File: config.mk
export PLATFORM = sky130hd
export DESIGN_NAME = sbc_side
export DESIGN_NICKNAME = d
export VERILOG_FILES = /design/src/sbc_pkg.sv /design/src/sbc_side.sv
export SDC_FILE = /design/constraint.sdc
export NUM_CORES = 2
export LEC_CHECK = 0
export ABC_AREA = 1
export BUFFER_PORTS_ARGS = -buffer_cell sky130_fd_sc_hd__buf_2
export CELL_PAD_IN_SITES_DETAIL_PLACEMENT = 2
export CELL_PAD_IN_SITES_GLOBAL_PLACEMENT = 2
export CORE_MARGIN = 2
export CORE_UTILIZATION = 40
export CTS_BUF_LIST = sky130_fd_sc_hd__clkbuf_16
export CTS_CLUSTER_SIZE = 28
export DETAILED_ROUTE_END_ITERATION = 10
export PLACE_DENSITY_LB_ADDON = 0.1
export SLEW_MARGIN = 20
export SYNTH_ARGS = -nofsm -noshare
export SYNTH_HDL_FRONTEND = slang
export SYNTH_SLANG_ARGS = --single-unit
File: constraint.sdc
create_clock -name i_clk -period 8.15 [get_ports i_clk]
set_clock_uncertainty 0.05 [all_clocks]
set_input_delay 1.63 -clock i_clk [delete_from_list [all_inputs] [get_ports i_clk]]
set_output_delay 1.63 -clock i_clk [all_outputs]
set_load 0.01 [all_outputs]
File: src/sbc_pkg.sv
package sbc_pkg;

    localparam int CFG_ADDR_W = 3;

    typedef logic [CFG_ADDR_W-1:0] t_cfg_addr;
    typedef logic [1:0]            t_side;

    localparam t_cfg_addr CFG_BOX_LEFT   = 3'd0;
    localparam t_cfg_addr CFG_BOX_RIGHT  = 3'd1;
    localparam t_cfg_addr CFG_BOX_BOTTOM = 3'd2;
    localparam t_cfg_addr CFG_BOX_TOP    = 3'd3;
    localparam t_cfg_addr CFG_TOLERANCE  = 3'd4;

    localparam t_side SIDE_LEFT   = 2'd0;
    localparam t_side SIDE_RIGHT  = 2'd1;
    localparam t_side SIDE_BOTTOM = 2'd2;
    localparam t_side SIDE_TOP    = 2'd3;

    localparam int TOL_BITS = 16;

endpackage

File: src/sbc_side.sv
module sbc_side #(
    parameter int COORD_BITS    = 32,
    parameter int FRACTION_BITS = 16,
    parameter bit BELOW         = 1'b1
) (
    input  logic                         i_clk,
    input  logic                         i_en,
    input  logic signed [COORD_BITS-1:0] i_oa,
    input  logic signed [COORD_BITS-1:0] i_ea,
    input  logic signed [COORD_BITS-1:0] i_ob,
    input  logic signed [COORD_BITS-1:0] i_eb,
    input  logic signed [COORD_BITS-1:0] i_side,
    input  logic signed [COORD_BITS-1:0] i_lo,
    input  logic signed [COORD_BITS-1:0] i_hi,
    input  logic [sbc_pkg::TOL_BITS-1:0] i_eps,
    output logic                         o_ok,
    output logic [FRACTION_BITS-1:0]     o_t,
    output logic [COORD_BITS-1:0]        o_pb
);
    localparam int C  = COORD_BITS;
    localparam int F  = FRACTION_BITS;
    localparam int W  = C + 2;
    localparam int TW = ((F > sbc_pkg::TOL_BITS) ? F : sbc_pkg::TOL_BITS) + 2;
    localparam int PW = F + C + 1;

    // setup stage
    logic signed [W-1:0] oa_w, ea_w, ob_w, eb_w, side_w, eps_w, num, den, db;
    logic [C:0]          un, ud;
    logic                pre, n_ok0;

    assign oa_w   = {{2{i_oa[C-1]}}, i_oa};
    assign ea_w   = {{2{i_ea[C-1]}}, i_ea};
    assign ob_w   = {{2{i_ob[C-1]}}, i_ob};
    assign eb_w   = {{2{i_eb[C-1]}}, i_eb};
    assign side_w = {{2{i_side[C-1]}}, i_side};
    assign eps_w  = {{(W-sbc_pkg::TOL_BITS){1'b0}}, i_eps};
    assign num    = side_w - oa_w;
    assign den    = ea_w - oa_w;
    assign db     = eb_w - ob_w;
    assign un     = num[W-1] ? (C+1)'(0) - num[C:0] : num[C:0];
    assign ud     = den[W-1] ? (C+1)'(0) - den[C:0] : den[C:0];

    always_comb begin
        if (BELOW) begin
            pre = (oa_w < side_w - eps_w) || (ea_w < side_w - eps_w);
        end else begin
            pre = (oa_w > side_w + eps_w) || (ea_w > side_w + eps_w);
        end
        n_ok0 = pre && (den != '0) && (num != '0) && (num[W-1] == den[W-1]) && (un < ud);
    end

    logic                r_ok  [F+1];
    logic [C:0]          r_rem [F+1];
    logic [C:0]          r_ud  [F+1];
    logic [F-1:0]        r_quo [F+1];
    logic [C-1:0]        r_ob  [F+1];
    logic                r_dbn [F+1];
    logic [C:0]          r_dbm [F+1];

    // restoring division, one quotient bit per stage
    logic [C+1:0]        n_r2  [F];
    logic [F-1:0]        n_bit;

    always_comb begin
        for (int k = 0; k < F; k++) begin
            n_r2[k]  = {r_rem[k], 1'b0};
            n_bit[k] = n_r2[k] >= {1'b0, r_ud[k]};
        end
    end

    always_ff @(posedge i_clk) begin
        if (i_en) begin
            r_ok[0]  <= n_ok0;
            r_rem[0] <= un;
            r_ud[0]  <= ud;
            r_quo[0] <= '0;
            r_ob[0]  <= i_ob;
            r_dbn[0] <= db[W-1];
            r_dbm[0] <= db[W-1] ? (C+1)'(0) - db[C:0] : db[C:0];
            for (int k = 0; k < F; k++) begin
                r_ok[k+1]  <= r_ok[k];
                r_rem[k+1] <= n_bit[k] ? (C+1)'(n_r2[k] - {1'b0, r_ud[k]}) : n_r2[k][C:0];
                r_ud[k+1]  <= r_ud[k];
                r_quo[k+1] <= {r_quo[k][F-2:0], n_bit[k]};
                r_ob[k+1]  <= r_ob[k];
                r_dbn[k+1] <= r_dbn[k];
                r_dbm[k+1] <= r_dbm[k];
            end
        end
    end

    // t window check and offset product
    logic signed [TW-1:0] t_w, teps_w, tone_w;
    logic                 n_tok;

    assign t_w    = TW'(r_quo[F]);
    assign teps_w = TW'(i_eps);
    assign tone_w = TW'(1) <<< F;
    assign n_tok  = r_ok[F] && (t_w > teps_w) && (t_w < tone_w - teps_w);

    logic          r_ok_m, r_dbn_m;
    logic [F-1:0]  r_t_m;
    logic [PW-1:0] r_prod;
    logic [C-1:0]  r_ob_m;

    always_ff @(posedge i_clk) begin
        if (i_en) begin
            r_ok_m  <= n_tok;
            r_t_m   <= r_quo[F];
            r_prod  <= PW'(r_quo[F]) * PW'(r_dbm[F]);
            r_ob_m  <= r_ob[F];
            r_dbn_m <= r_dbn[F];
        end
    end

    // crossing point and span check
    logic signed [W-1:0] off_w, pb_w, lo_w, hi_w, obm_w;
    logic                n_pok;

    assign off_w = {1'b0, r_prod[PW-1:F]};
    assign obm_w = {{2{r_ob_m[C-1]}}, r_ob_m};
    assign pb_w  = r_dbn_m ? obm_w - off_w : obm_w + off_w;
    assign lo_w  = {{2{i_lo[C-1]}}, i_lo};
    assign hi_w  = {{2{i_hi[C-1]}}, i_hi};
    assign n_pok = r_ok_m && (pb_w >= lo_w - eps_w) && (pb_w <= hi_w + eps_w);

    logic               r_ok_p;
    logic [F-1:0]       r_t_p;
    logic [C-1:0]       r_pb_p;

    always_ff @(posedge i_clk) begin
        if (i_en) begin
            r_ok_p <= n_pok;
            r_t_p  <= r_t_m;
            r_pb_p <= pb_w[C-1:0];
        end
    end

    assign o_ok = r_ok_p;
    assign o_t  = r_t_p;
    assign o_pb = r_pb_p;

endmodule

# After elaboration in Yosys (flattened, before gate mapping)
# Memory sizes are Yosys's and may differ from the RTL's. A register that Yosys moved wholly into a read port is not among the register bits.
# Cells that the tools add are included.
# op_classes
addsub	28
mul	1
order_cmp	23
n_eq_ne	1
n_mux	22
n_reduce_logical	11
# ops
op	n
33-bit two-way mux	19
34-bit by 33-bit greater-or-equal comparator with 1-bit output	17
33-bit subtractor	16
1-bit by 33-bit subtractor with 33-bit output, first input constant	3
32-bit by 32-bit subtractor with 33-bit output	3
34-bit nonzero test	2
32-bit by 33-bit less-than comparator with 1-bit output	2
32-bit by 17-bit subtractor with 33-bit output	2
16-bit by 33-bit multiplier with 49-bit output	1
32-bit by 34-bit adder with 34-bit output	1
34-bit by 33-bit less-or-equal comparator with 1-bit output	1
34-bit two-way mux	1
32-bit by 34-bit subtractor with 34-bit output	1
32-bit by 17-bit adder with 33-bit output	1
33-bit less-than comparator	1
17-bit by 18-bit less-than comparator with 1-bit output	1
17-bit by 16-bit subtractor with 18-bit output, first input constant	1
16-bit greater-than comparator	1
1-bit logical AND	8
1-bit two-way mux	2
1-bit equality test	1
1-bit logical OR	1
# word_totals
regBits	115
ram_bits	2533
in_bits	242
output_inout_bits	49
memories	7
# memory_table
memory	depth	word_bits	read_ports	rd_ports_with_merged_regs	write_ports	line	rtl
r_dbm	17	33	17	0	17	sbc_side.sv:58	logic [C:0] r_dbm [F+1];
r_rem	17	33	16	0	17	sbc_side.sv:53	logic [C:0] r_rem [F+1];
r_ud	17	33	16	0	17	sbc_side.sv:54	logic [C:0] r_ud [F+1];
r_ob	17	32	17	1	17	sbc_side.sv:56	logic [C-1:0] r_ob [F+1];
r_quo	17	16	17	0	17	sbc_side.sv:55	logic [F-1:0] r_quo [F+1];
r_dbn	17	1	17	1	17	sbc_side.sv:57	logic r_dbn [F+1];
+1 memories	-	-	-	-	-	-	

# Depth between registers and ports, before layout
# depth
depth_word	7
depth_mapped	44
ltp_nobuf	44

# Worst setup path before layout
# No wires, ideal clock.
# synth_path
path_kind	register to register
start	mem r_quo[0][265] (netlist name)
end	reg r_prod[37], data pin
arrival_ns	5.860
t_required_ns	7.842
path_slack_ns	1.982
path_stages_with_launch	24
path_buffers	2
period_less_slack_ns	6.168
cell_sequence	edfxtp_1 clkbuf_1 clkbuf_1 nand2_1 fa_1 inv_1 fa_1 inv_1 fa_1 inv_1 fa_1 fa_1 inv_1 fa_1 inv_1 ha_1 nand2_1 nor2_1 nand2_1 o311ai_0 nand2_1 a31oi_1 a31oi_1 xnor2_1
# synth_rtl
item	line	rtl
start, declared	sbc_side.sv:55	
end signal, assigned	sbc_side.sv:110	r_prod <= PW'(r_quo[F]) * PW'(r_dbm[F]);
end, declared	sbc_side.sv:103	logic [PW-1:0] r_prod;

==> metrics <==
outcome finished, final reports clean; Post-synth EDFFs 2463; core outline area approximately 360000 µm²; crit path capture type register; fin crit share 0.907; Comb pwr share 0.537; Final Hold Viols 0; clk root buf clkbuf_16; # Post-CTS Setup Buffers 0; Post-Synth Adder-Cell Area 0.151; most frequent cells in the layout 2878 x nand2_1, 2463 x edfxtp_1, 2202 x inv_1; # port buffers 290; Worst Tran Pin Value 1.19 ns; Async SR Flop Fraction 0; Total Power 72.9 mW; cts hold-fix bufs 0; Post-Route WL about 570 mm; hold endpoint r_dbm[0][336]$_DFFE_PP_; Starting Density 0.403; DP HPWL around 430 mm; pre-CTS setup slack around 0.76 ns; crit-path cells buf_4 -> buf_4 -> nand2_1 -> fa_1 -> inv_1 -> fa_1 -> fa_1 -> fa_1 -> fa_1 -> inv_1 -> fa_1 -> inv_1 -> ha_1 -> nand2_1 -> nor2_1 -> inv_1 -> o21a_1 -> o21ai_0 -> a21oi_1 -> o21ai_0 -> xor2_1; Most used DFF post-synth edfxtp_1; IO Pins 291; antenna violations before repair 64; Layout area overhead 11.9%; vias 107000; syn_nets 15600; wire length per cell roughly 30 µm; Sw Pwr ~34 mW; P per Cell Area between 400 and 500 nW/µm²; most frequent CP cell fa_1; worst path bufs/invs 6; maximum VDD drop roughly 0.58 mV; share of power burned in registers 0.275; Worst EP arrival 7.97 ns; First-pass DRT Iterations 5; post-synthesis sequential area ratio 0.515; WS Path Type reg -> reg; Synth Area in Compound Gates 0.0833; Min-Delay Path Class reg -> reg; Synth Instances around 14000; global route total overflow 0; Clock Sinks approximately 2500; Avg Inst Size Synth around 10 µm²; Netlist cell types 74; internal cell power roughly 38 mW; Critical Path Stages 21; main combinational cell family by area after synthesis adder cells; Worst Reg-to-Reg Cells 21; RSZ-0062 raised after global routing no; fin nets about 16000; via/cell ratio 5.51; setup_tns 0 ns; largest net degree at the start of global routing ~190; Period minus WS final approximately 7.4 ns; post-synthesis register bit count ~2500; max-slew violation count 0; worst hold path depth 0; Worst Setup Start Kind register; delay of the slowest cell on the worst path between 1 and 1.5 ns; H-tree Lvls 5; CTS max path bufs 4; vias in the first global route approximately 120k; Die W ~600 µm; Max Freq ~140 MHz; proportion of synthesized area in mux cells 0; hold path start r_dbm[0][303]$_DFFE_PP_; relative slew slack 0.202; Die Y between 600 and 700 µm; maxcap violations 0; reg2reg setup slack between 0.7 and 0.8 ns; Fillers 37200; Req. time, crit path just under 9 ns; crit-path leading delay family adder cells; num rows 219; Total GRT Usage 0.301; GP Congestion 0.933; commonest non-fill, non-tap cell in the layout nand2_1; Yosys Warn Count 0; post-CTS sizing 0; static leakage ~69 nW; crit-path max FO 18; Routed Antenna Nets 0; # DRC 0; CTS tree built; r2r startpoint r_quo[0][261]$_DFFE_PP_; initial drt markers 8167; number of CTS-inserted buffers between 200 and 300; switch share 0.472; first-pass GRT wire length between 800 and 900 mm; Worst-path clk slew ~0.080 ns; Synth Area in XOR/XNOR 0.0498; layout cells sized above 1 0.0699; Mapped Area 143000 µm²; clock power share 0.188; final setup violating endpoints 0; slowest CP cell edfxtp_1; reg-to-reg endpoint r_prod[41]$_DFFE_PP_; worst-skew pair later-pin latency around 0.96 ns; setup ws final 0.762 ns; die area about 360000 µm²; Simple-Gate Fraction of Synth Area 0.135
[power by group through the flow]
stage / Combinational, mW / Sequential, mW / Clock [mW]
global route: 43.3 / 20.2 / 14.3
floorplan: 24.7 / 19.0 / 0
CTS: 39.1 / 20.0 / 13.8
finish: 39.2 / 20.0 / 13.7
detailed placement: 38.5 / 20.2 / 0
global placement: 36.8 / 20.0 / 0
[worst max-delay path by stage]
stage | startpoint | to | slack [ns]
floorplan | r_quo[0][265]$_DFFE_PP_ | r_prod[37]$_DFFE_PP_ | 1.98
global placement | i_side[0] | r_ok[0]$_DFFE_PP_ | 0.81
detailed placement | i_eps[2] | r_ok[0]$_DFFE_PP_ | 0.76
CTS | r_quo[0][259]$_DFFE_PP_ | r_prod[37]$_DFFE_PP_ | 0.82
global route | r_prod[16]$_DFFE_PP_ | o_ok$_DFFE_PP_ | 0.46
finish | r_quo[0][261]$_DFFE_PP_ | r_prod[41]$_DFFE_PP_ | 0.76
[synth_stat cells (34+ instances only)]
library cell  count  share of area
o21ai_1         126         0.0044
o21ai_0         583          0.020
fa_1            453          0.063
nor2_1          868          0.023
nand3_1         442          0.015
a21oi_1         907          0.032
a21boi_0         34         0.0018
edfxtp_1       2463           0.52
xnor2_1         350          0.021
ha_1           1010          0.088
nor3_1          111         0.0039
xor2_1          435          0.027
nand2_1        2878          0.075
buf_2            43         0.0015
nand4_1         158         0.0069
a21o_1           46         0.0024
clkbuf_1        154         0.0040
o21a_1          108         0.0057
nand2_2          36         0.0016
o21bai_1         46         0.0024
inv_1          2146          0.056
nor4_1           73         0.0032
[registers in the layout, summed over array words and instances, names as in the netlist, 16 cells and up]
signal / flops
r_ud: 528
r_ok: 17
r_ob_m: 32
r_quo: 136
o_t: 16
r_dbn: 17
r_prod: 33
o_pb: 32
r_t_m: 16
r_rem: 528
r_dbm: 561
r_ob: 544
[cell type report]
class                      instances  area (µm²)  area share
multi-input combinational       9034       60200       0.375
timing repair buffer             401        2540      0.0158
tap                             4751        5940      0.0370
sequential                      2463       74000       0.461
antenna                           49         123    0.000764
inverter                        2165        8130      0.0506
clock buffer                     304        7610      0.0474
clock inverter                   220        2000      0.0124
[through the flow]
step                      cell area (µm²)  hold slack, ns  utilization  instances
after CTS                          160000           0.307        0.450      19300
after detailed placement           151000           0.355        0.423      18800
after global placement             151000           0.350        0.422      18800
after global routing               160000           0.353        0.450      19400
final                              161000           0.336        0.450      19400
after floorplan                    143000           0.350            -      13900
[worst register-to-register path, cell delays in order, from the launching register on]
cell and delay (ns):
edfxtp_1 1.02, buf_4 0.34, buf_4 0.29, nand2_1 0.14
fa_1 0.57, inv_1 0.06, fa_1 0.55, fa_1 0.62
fa_1 0.49, fa_1 0.56, inv_1 0.06, fa_1 0.67
inv_1 0.08, ha_1 0.40, nand2_1 0.13, nor2_1 0.26
inv_1 0.11, o21a_1 0.21, o21ai_0 0.21, a21oi_1 0.10
o21ai_0 0.12, xor2_1 0.09
[routing by layer]
layer | vias to the layer above | track usage | share of wire
met5 | - | 0 | 0.00033
met2 | 3018 | 0.526 | 0.49
met1 | 54900 | 0.371 | 0.41
met4 | 26 | 0.137 | 0.054
met3 | 1185 | 0.0381 | 0.046
li1 | 47700 | - | -
[logic make-up after synthesis]
family,after synthesis
fa+ha+maj,1463
buf+inv,2415
xor+xnor,801
flops,2463
compound gates,2093
simple gates,4677
(Power assumes the default switching activity.)
